`src/rtl/matrix_multiply_macros.svh`:
```
// Assertion macros shared by the matrix multiply RTL.
// Clock and reset port names are fixed to clock and reset.
`ifndef MATRIX_MULTIPLY_MACROS_SVH
`define MATRIX_MULTIPLY_MACROS_SVH

// checked only outside reset
`define MM_ASSERT(lbl, prop, msg) \
   lbl: assert property (@(posedge clock) disable iff (reset) (prop)) else $error(msg);

// checked at every edge, reset included
`define MM_ASSERT_ALWAYS(lbl, prop, msg) \
   lbl: assert property (@(posedge clock) (prop)) else $error(msg);

`endif

```
`src/rtl/mm_pkg.sv`:
```
// Shared constants, types and helpers for the matrix multiply block.
// No dependencies.
package mm_pkg;

   localparam int MAX_DIM   = 8;
   localparam int FRAC_BITS = 16;

   localparam int CFG_W     = 4;
   localparam int POS_W     = 3;
   localparam int CMP_W     = POS_W + 1;
   localparam int REQ_W     = 2;
   localparam int CSR_IDX_W = 2;
   localparam int VAL_W     = 32;
   localparam int PROD_W    = 2 * VAL_W;
   localparam int DIM_W     = $clog2(MAX_DIM + 1);
   localparam int IDX_W     = (MAX_DIM > 1) ? $clog2(MAX_DIM) : 1;
   localparam int ADDR_W    = 2 * IDX_W;
   localparam int MEM_DEPTH = 1 << ADDR_W;
   localparam int ACC_W     = PROD_W + $clog2(MAX_DIM) + 1;

   localparam logic [CFG_W-1:0] CFG_RESET = CFG_W'(8);

   localparam logic [CSR_IDX_W-1:0] CSR_ROWS_A = 2'd0;
   localparam logic [CSR_IDX_W-1:0] CSR_COLS_A = 2'd1;
   localparam logic [CSR_IDX_W-1:0] CSR_ROWS_B = 2'd2;
   localparam logic [CSR_IDX_W-1:0] CSR_COLS_B = 2'd3;

   localparam logic [REQ_W-1:0] REQ_LOAD_A = 2'd0;
   localparam logic [REQ_W-1:0] REQ_LOAD_B = 2'd1;
   localparam logic [REQ_W-1:0] REQ_START  = 2'd2;

   typedef struct packed {
      logic [REQ_W-1:0]        req_type;
      logic [POS_W-1:0]        row_index;
      logic [POS_W-1:0]        col_index;
      logic signed [VAL_W-1:0] element_value;
   } req_word_type;

   typedef struct packed {
      logic signed [VAL_W-1:0] product_value;
      logic [POS_W-1:0]        out_row;
      logic [POS_W-1:0]        out_col;
      logic                    last_element;
      logic                    size_error;
   } rsp_word_type;

   typedef struct packed {
      logic             first;
      logic             last_k;
      logic             last_el;
      logic             err;
      logic [IDX_W-1:0] row;
      logic [IDX_W-1:0] col;
   } tag_type;

   typedef struct packed {
      logic              wr_a;
      logic              wr_b;
      logic [ADDR_W-1:0] wr_addr;
      logic              issue;
      logic [ADDR_W-1:0] rd_addr_a;
      logic [ADDR_W-1:0] rd_addr_b;
      tag_type           tag;
   } dp_cmd_type;

   typedef struct packed {
      logic advance;
   } dp_status_type;

   function automatic logic [DIM_W-1:0] eff_dim(input logic [CFG_W-1:0] v);
      logic [DIM_W-1:0] d;
      priority if (v == '0) begin
         d = DIM_W'(1);
      end else if (v > CFG_W'(MAX_DIM)) begin
         d = DIM_W'(MAX_DIM);
      end else begin
         d = DIM_W'(v);
      end
      return d;
   endfunction

endpackage

```
`src/rtl/mm_ctrl.sv`:
```
// Controller: configuration registers, request decode and the compute sequencer.
// Depends on mm_pkg and matrix_multiply_macros.svh.
`include "matrix_multiply_macros.svh"

module mm_ctrl (
   input  logic                            clock,
   input  logic                            reset,
   input  logic                            req_valid,
   output logic                            req_ready,
   input  mm_pkg::req_word_type            req_data,
   input  logic                            csr_wr_en,
   input  logic [mm_pkg::CSR_IDX_W-1:0]    csr_index,
   input  logic [mm_pkg::CFG_W-1:0]        csr_wdata,
   input  mm_pkg::dp_status_type           status,
   output mm_pkg::dp_cmd_type              cmd
);

   localparam logic [1:0] ST_IDLE = 2'd0;
   localparam logic [1:0] ST_RUN  = 2'd1;
   localparam logic [1:0] ST_ERR  = 2'd2;

   logic [1:0] state_ff, state_in;

   logic [mm_pkg::CFG_W-1:0] rows_a_ff, cols_a_ff, rows_b_ff, cols_b_ff;
   logic [mm_pkg::DIM_W-1:0] ra, ca, rb, cb;

   logic [mm_pkg::IDX_W-1:0] row_ff, row_in, col_ff, col_in, inner_ff, inner_in;

   logic accept, is_start, row_last, col_last, inner_last, in_a, in_b;

   always_ff @(posedge clock) begin
      if (reset) begin
         rows_a_ff <= mm_pkg::CFG_RESET;
         cols_a_ff <= mm_pkg::CFG_RESET;
         rows_b_ff <= mm_pkg::CFG_RESET;
         cols_b_ff <= mm_pkg::CFG_RESET;
      end else if (csr_wr_en) begin
         unique case (csr_index)
            mm_pkg::CSR_ROWS_A: rows_a_ff <= csr_wdata;
            mm_pkg::CSR_COLS_A: cols_a_ff <= csr_wdata;
            mm_pkg::CSR_ROWS_B: rows_b_ff <= csr_wdata;
            mm_pkg::CSR_COLS_B: cols_b_ff <= csr_wdata;
            default: ;
         endcase
      end
   end

   assign ra = mm_pkg::eff_dim(rows_a_ff);
   assign ca = mm_pkg::eff_dim(cols_a_ff);
   assign rb = mm_pkg::eff_dim(rows_b_ff);
   assign cb = mm_pkg::eff_dim(cols_b_ff);

   assign req_ready = (state_ff == ST_IDLE);
   assign accept    = req_valid && req_ready;
   assign is_start  = accept && (req_data.req_type == mm_pkg::REQ_START);

   assign in_a = ({1'b0, req_data.row_index} < mm_pkg::CMP_W'(ra))
              && ({1'b0, req_data.col_index} < mm_pkg::CMP_W'(ca));
   assign in_b = ({1'b0, req_data.row_index} < mm_pkg::CMP_W'(rb))
              && ({1'b0, req_data.col_index} < mm_pkg::CMP_W'(cb));

   assign inner_last = (mm_pkg::DIM_W'(inner_ff) + mm_pkg::DIM_W'(1)) == ca;
   assign col_last   = (mm_pkg::DIM_W'(col_ff) + mm_pkg::DIM_W'(1)) == cb;
   assign row_last   = (mm_pkg::DIM_W'(row_ff) + mm_pkg::DIM_W'(1)) == ra;

   always_comb begin
      cmd.wr_a      = accept && (req_data.req_type == mm_pkg::REQ_LOAD_A) && in_a;
      cmd.wr_b      = accept && (req_data.req_type == mm_pkg::REQ_LOAD_B) && in_b;
      cmd.wr_addr   = {req_data.row_index[mm_pkg::IDX_W-1:0],
                       req_data.col_index[mm_pkg::IDX_W-1:0]};
      cmd.issue     = (state_ff != ST_IDLE);
      cmd.rd_addr_a = {row_ff, inner_ff};
      cmd.rd_addr_b = {inner_ff, col_ff};
      cmd.tag.first = (inner_ff == '0);
      cmd.tag.row   = row_ff;
      cmd.tag.col   = col_ff;
      if (state_ff == ST_ERR) begin
         cmd.tag.last_k  = 1'b1;
         cmd.tag.last_el = 1'b1;
         cmd.tag.err     = 1'b1;
      end else begin
         cmd.tag.last_k  = inner_last;
         cmd.tag.last_el = inner_last && col_last && row_last;
         cmd.tag.err     = 1'b0;
      end
   end

   always_comb begin
      state_in = state_ff;
      row_in   = row_ff;
      col_in   = col_ff;
      inner_in = inner_ff;
      unique case (state_ff)
         ST_IDLE: begin
            if (is_start) begin
               state_in = (ca != rb) ? ST_ERR : ST_RUN;
            end
         end
         ST_RUN: begin
            if (status.advance) begin
               if (inner_last) begin
                  inner_in = '0;
                  if (col_last) begin
                     col_in = '0;
                     if (row_last) begin
                        row_in   = '0;
                        state_in = ST_IDLE;
                     end else begin
                        row_in = row_ff + mm_pkg::IDX_W'(1);
                     end
                  end else begin
                     col_in = col_ff + mm_pkg::IDX_W'(1);
                  end
               end else begin
                  inner_in = inner_ff + mm_pkg::IDX_W'(1);
               end
            end
         end
         ST_ERR: begin
            if (status.advance) begin
               state_in = ST_IDLE;
            end
         end
         default: state_in = ST_IDLE;
      endcase
   end

   always_ff @(posedge clock) begin
      if (reset) begin
         state_ff <= ST_IDLE;
         row_ff   <= '0;
         col_ff   <= '0;
         inner_ff <= '0;
      end else begin
         state_ff <= state_in;
         row_ff   <= row_in;
         col_ff   <= col_in;
         inner_ff <= inner_in;
      end
   end

   `MM_ASSERT_ALWAYS(a_reset_idle, reset |=> (state_ff == ST_IDLE), "controller not idle after reset")
   `MM_ASSERT(a_inner_bound, (state_ff == ST_RUN) |-> (mm_pkg::DIM_W'(inner_ff) < ca), "inner index past cols_a")
   `MM_ASSERT(a_mismatch_err, (is_start && (ca != rb)) |=> (state_ff == ST_ERR), "size mismatch did not raise error")

endmodule

```
`config.mk`:
```
export PLATFORM = sky130hd
export DESIGN_NAME = mm_ctrl
export DESIGN_NICKNAME = d
export VERILOG_FILES = /design/src/rtl/mm_pkg.sv /design/src/rtl/mm_ctrl.sv
export VERILOG_INCLUDE_DIRS = /design/src /design/src/rtl
export SDC_FILE = /design/constraint.sdc
export NUM_CORES = 1
export LEC_CHECK = 0
export ABC_AREA = 1
export BUFFER_PORTS_ARGS = -buffer_cell sky130_fd_sc_hd__buf_2
export CAP_MARGIN = 30
export CORE_MARGIN = 2
export CORE_UTILIZATION = 45
export DETAILED_ROUTE_END_ITERATION = 16
export PLACE_DENSITY = 0.75
export SETUP_SLACK_MARGIN = 0.2
export SKIP_LAST_GASP = 1
export SLEW_MARGIN = 25
export SYNTH_ARGS = -nofsm -noshare
export SYNTH_HDL_FRONTEND = slang
export SYNTH_SLANG_ARGS = --single-unit
```
`constraint.sdc`:
```
create_clock -name clock -period 4.75 [get_ports clock]
set_input_delay 0.475 -clock clock [delete_from_list [all_inputs] [get_ports clock]]
set_output_delay 0.475 -clock clock [all_outputs]
set_load 0.02 [all_outputs]
```
==> results.cfg <==
[yosys]
syn_area_per_cell_um2 = 6.54
postSynthCellCount = 310
synth_common_cells = nand2_1 (64), inv_1 (37), nor2_1 (37), dfxtp_1 (27), o21ai_0 (22)
ys_types = 30
ys_seq_area_frac = 0.267
synth_largest_area_cell = dfxtp_1
post-synth-top-count-cell = nand2_1
synth-main-ff-cell = dfxtp_1
ys_async_sr_fraction = 0
synth-edff-count = 0
synth_nets = 373
synth_top_area_share = 0.267
synth.cell_area_mm2 = 0.00203
yosys_warnings = 0
synth_area_leaders = dfxtp_1 (27%), nand2_1 (12%), ha_1 (7.4%)
ys_ff_latch = 27

[critical_path]
end_kind = output port
critical_path_class = flip-flop to output port
critical_path_arrival_ps = 2140
cp_max_fo = 7
cp-start-kind = flip-flop
path_cells = inv_1 > ha_1 > inv_1 > nand3_1 > nand3_2 > nor2_2 > nand3_2 > inv_2 > nand2_1 > o22ai_1 > buf_2
slowest_stage = dfxtp_1
cp.required_ps = 4280
max_stage_delay_ps = 460
r2r_slack_ps = 2720

[cts]
cts_hold_buf = 0
cts_made_buffers = 3
root_buffer = clkbuf_8
worstSkewPairLatency_ps = 280
numClockSinks = 27
cts_buffer_depth = 2
h-tree-depth = 1
tritoncts = done
post_cts_buffers = 0
cts_resized = 0
clk_pin_slew_worst_paths_ps = 100

[floorplan]
fp.dieH_um = 71.1
design.portCount = 83
die_w_um = 71.1
rows = 24
initial_core_util = 0.466
die_area_mm2 = 0.00506
coreArea_mm2 = 0.00435

[global_routing]
grt_max_degree = 21
antenna_found_initial = 0
grt_pass1_vias = 1784
grt_use_total = 0.189
use_met3 = 0.0228
top_usage_layer = met2
grtUsageMet2 = 0.326
grt_pass1_wl_um = 7780
grt_remaining_overflow = 0
grt_use_met1 = 0.241

[layout]
fin_util = 0.519
drive_gt1_frac = 0.237
synthToLayoutAreaGrowth_pct = 11.4
antenna_cells = 0
fillers = 444
layoutNonFillerInstCount = 398
nets = 410

[sta]
finalWorstSetupSlack_ps = 2130
setup_viol = 0
slew_headroom = 0.641
rsz0062_at_grt = false
clock_skew_ps = 5.20
fin_crit_sh = 0.551
finalMaxSlewViolations = 0
setup_tns_ps = 0
hold_ws_ps = 468
min_period_ps = 2620
hold_viol_final = 0
worst_slew_pin_slew_ps = 537
max_clock_freq_mhz = 382

[power]
vdd_ir_drop_max_v = 0.0000979
p_per_area_mw_per_mm2 = 285
p_leak_uw = 0.00116

[route]
via_per_inst = 5.00
ant_nets = 0
dr.pass1.iters = 5
route.detailed.drc = 0
dr.first_iter.drc_count = 123
routed_wl_um = 4540
wl_per_cell_um = 11.4
vias = 1990

[place]
gp_congestion = 0.871
post-place-cells = 394
dpl.hpwl_um = 3540
place.port_buffers = 50
dp_slack_ps = 2470

[outcome]
status = finished clean

[min_path]
hp-class = input pin to flip-flop

[run]
max_cap_viol_count = 0
registers in the layout, indices dropped and copies added (netlist names):
name,flops
rows_a_ff,4
state_ff,2
inner_ff,3
col_ff,3
cols_a_ff,4
rows_b_ff,4
row_ff,3
cols_b_ff,4
metrics by stage:
step | instance area [um^2] | total power, uW
global route | 2260 | 691
CTS | 2260 | 648
detailed placement | 2210 | 512
finish | 2260 | 644
global placement | 2210 | 505
floorplan | 2030 | 451
layout by cell type (no fill, tap or decap), drive strengths merged:
| cell | count |
|---|---|
| a211oi | 2 |
| a21oi | 17 |
| buf | 50 |
| clkbuf | 3 |
| clkinv | 2 |
| dfxtp | 27 |
| ha | 12 |
| inv | 47 |
| nand2 | 68 |
| nand3 | 23 |
| nand3b | 1 |
| nand4 | 3 |
| nor2 | 44 |
| nor3 | 6 |
| o211ai | 3 |
| o21ai | 26 |
| o21bai | 3 |
| o22ai | 3 |
| xnor2 | 4 |
| xor2 | 2 |
layer usage:
layer | up-vias | routed length, um
met1 | 865 | 2130
met4 | 0 | 70
met5 | - | 0
li1 | 1062 | -
met3 | 7 | 212
met2 | 56 | 2130
cell families after synthesis:
logic type                 Yosys count  synth area share
and+or+nand+nor                    145             0.328
buffers and inverters               66             0.156
AOI/OAI and AO/OA                   54             0.150
DFF                                 27             0.267
adders and majority gates           12            0.0740
xor gates and xnor gates             6            0.0259
path summary, 6_finish.rpt:
check                                   from      endpoint  depth (start not counted)
worst max-delay path             inner_ff[0]        cmd[7]                         11
worst min-delay path            csr_wdata[3]  rows_a_ff[3]                          3
worst max register to register   inner_ff[0]     col_ff[0]                         11
worst min register to register  cols_b_ff[0]  cols_b_ff[0]                          2
critical path: cells and delay by family, from the launching register on:
kind,cells,cell delay [ps]
buffers and inverters,4,480
DFF,1,460
and+or+nand+nor,5,460
adders and majority gates,1,360
AOI/OAI and AO/OA,1,110
final cells by class:
cell class	count	area, um^2	area share
Multi-Input combinational cell	217	1170	0.519
Sequential cell	27	541	0.239
Tap cell	52	65.1	0.0288
Clock inverter	1	5.00	0.00222
Timing Repair Buffer	50	250	0.111
Inverter	48	185	0.0820
Clock buffer	3	41.3	0.0183
power by group:
part           internal (uW)  total, uW  leakage (uW)  switching [uW]
clock                   59.0        136     0.0000255            76.6
sequential               243        265      0.000220            22.0
combinational           84.5        243      0.000914             158
No activity file was read; power rests on OpenSTA's default activity.
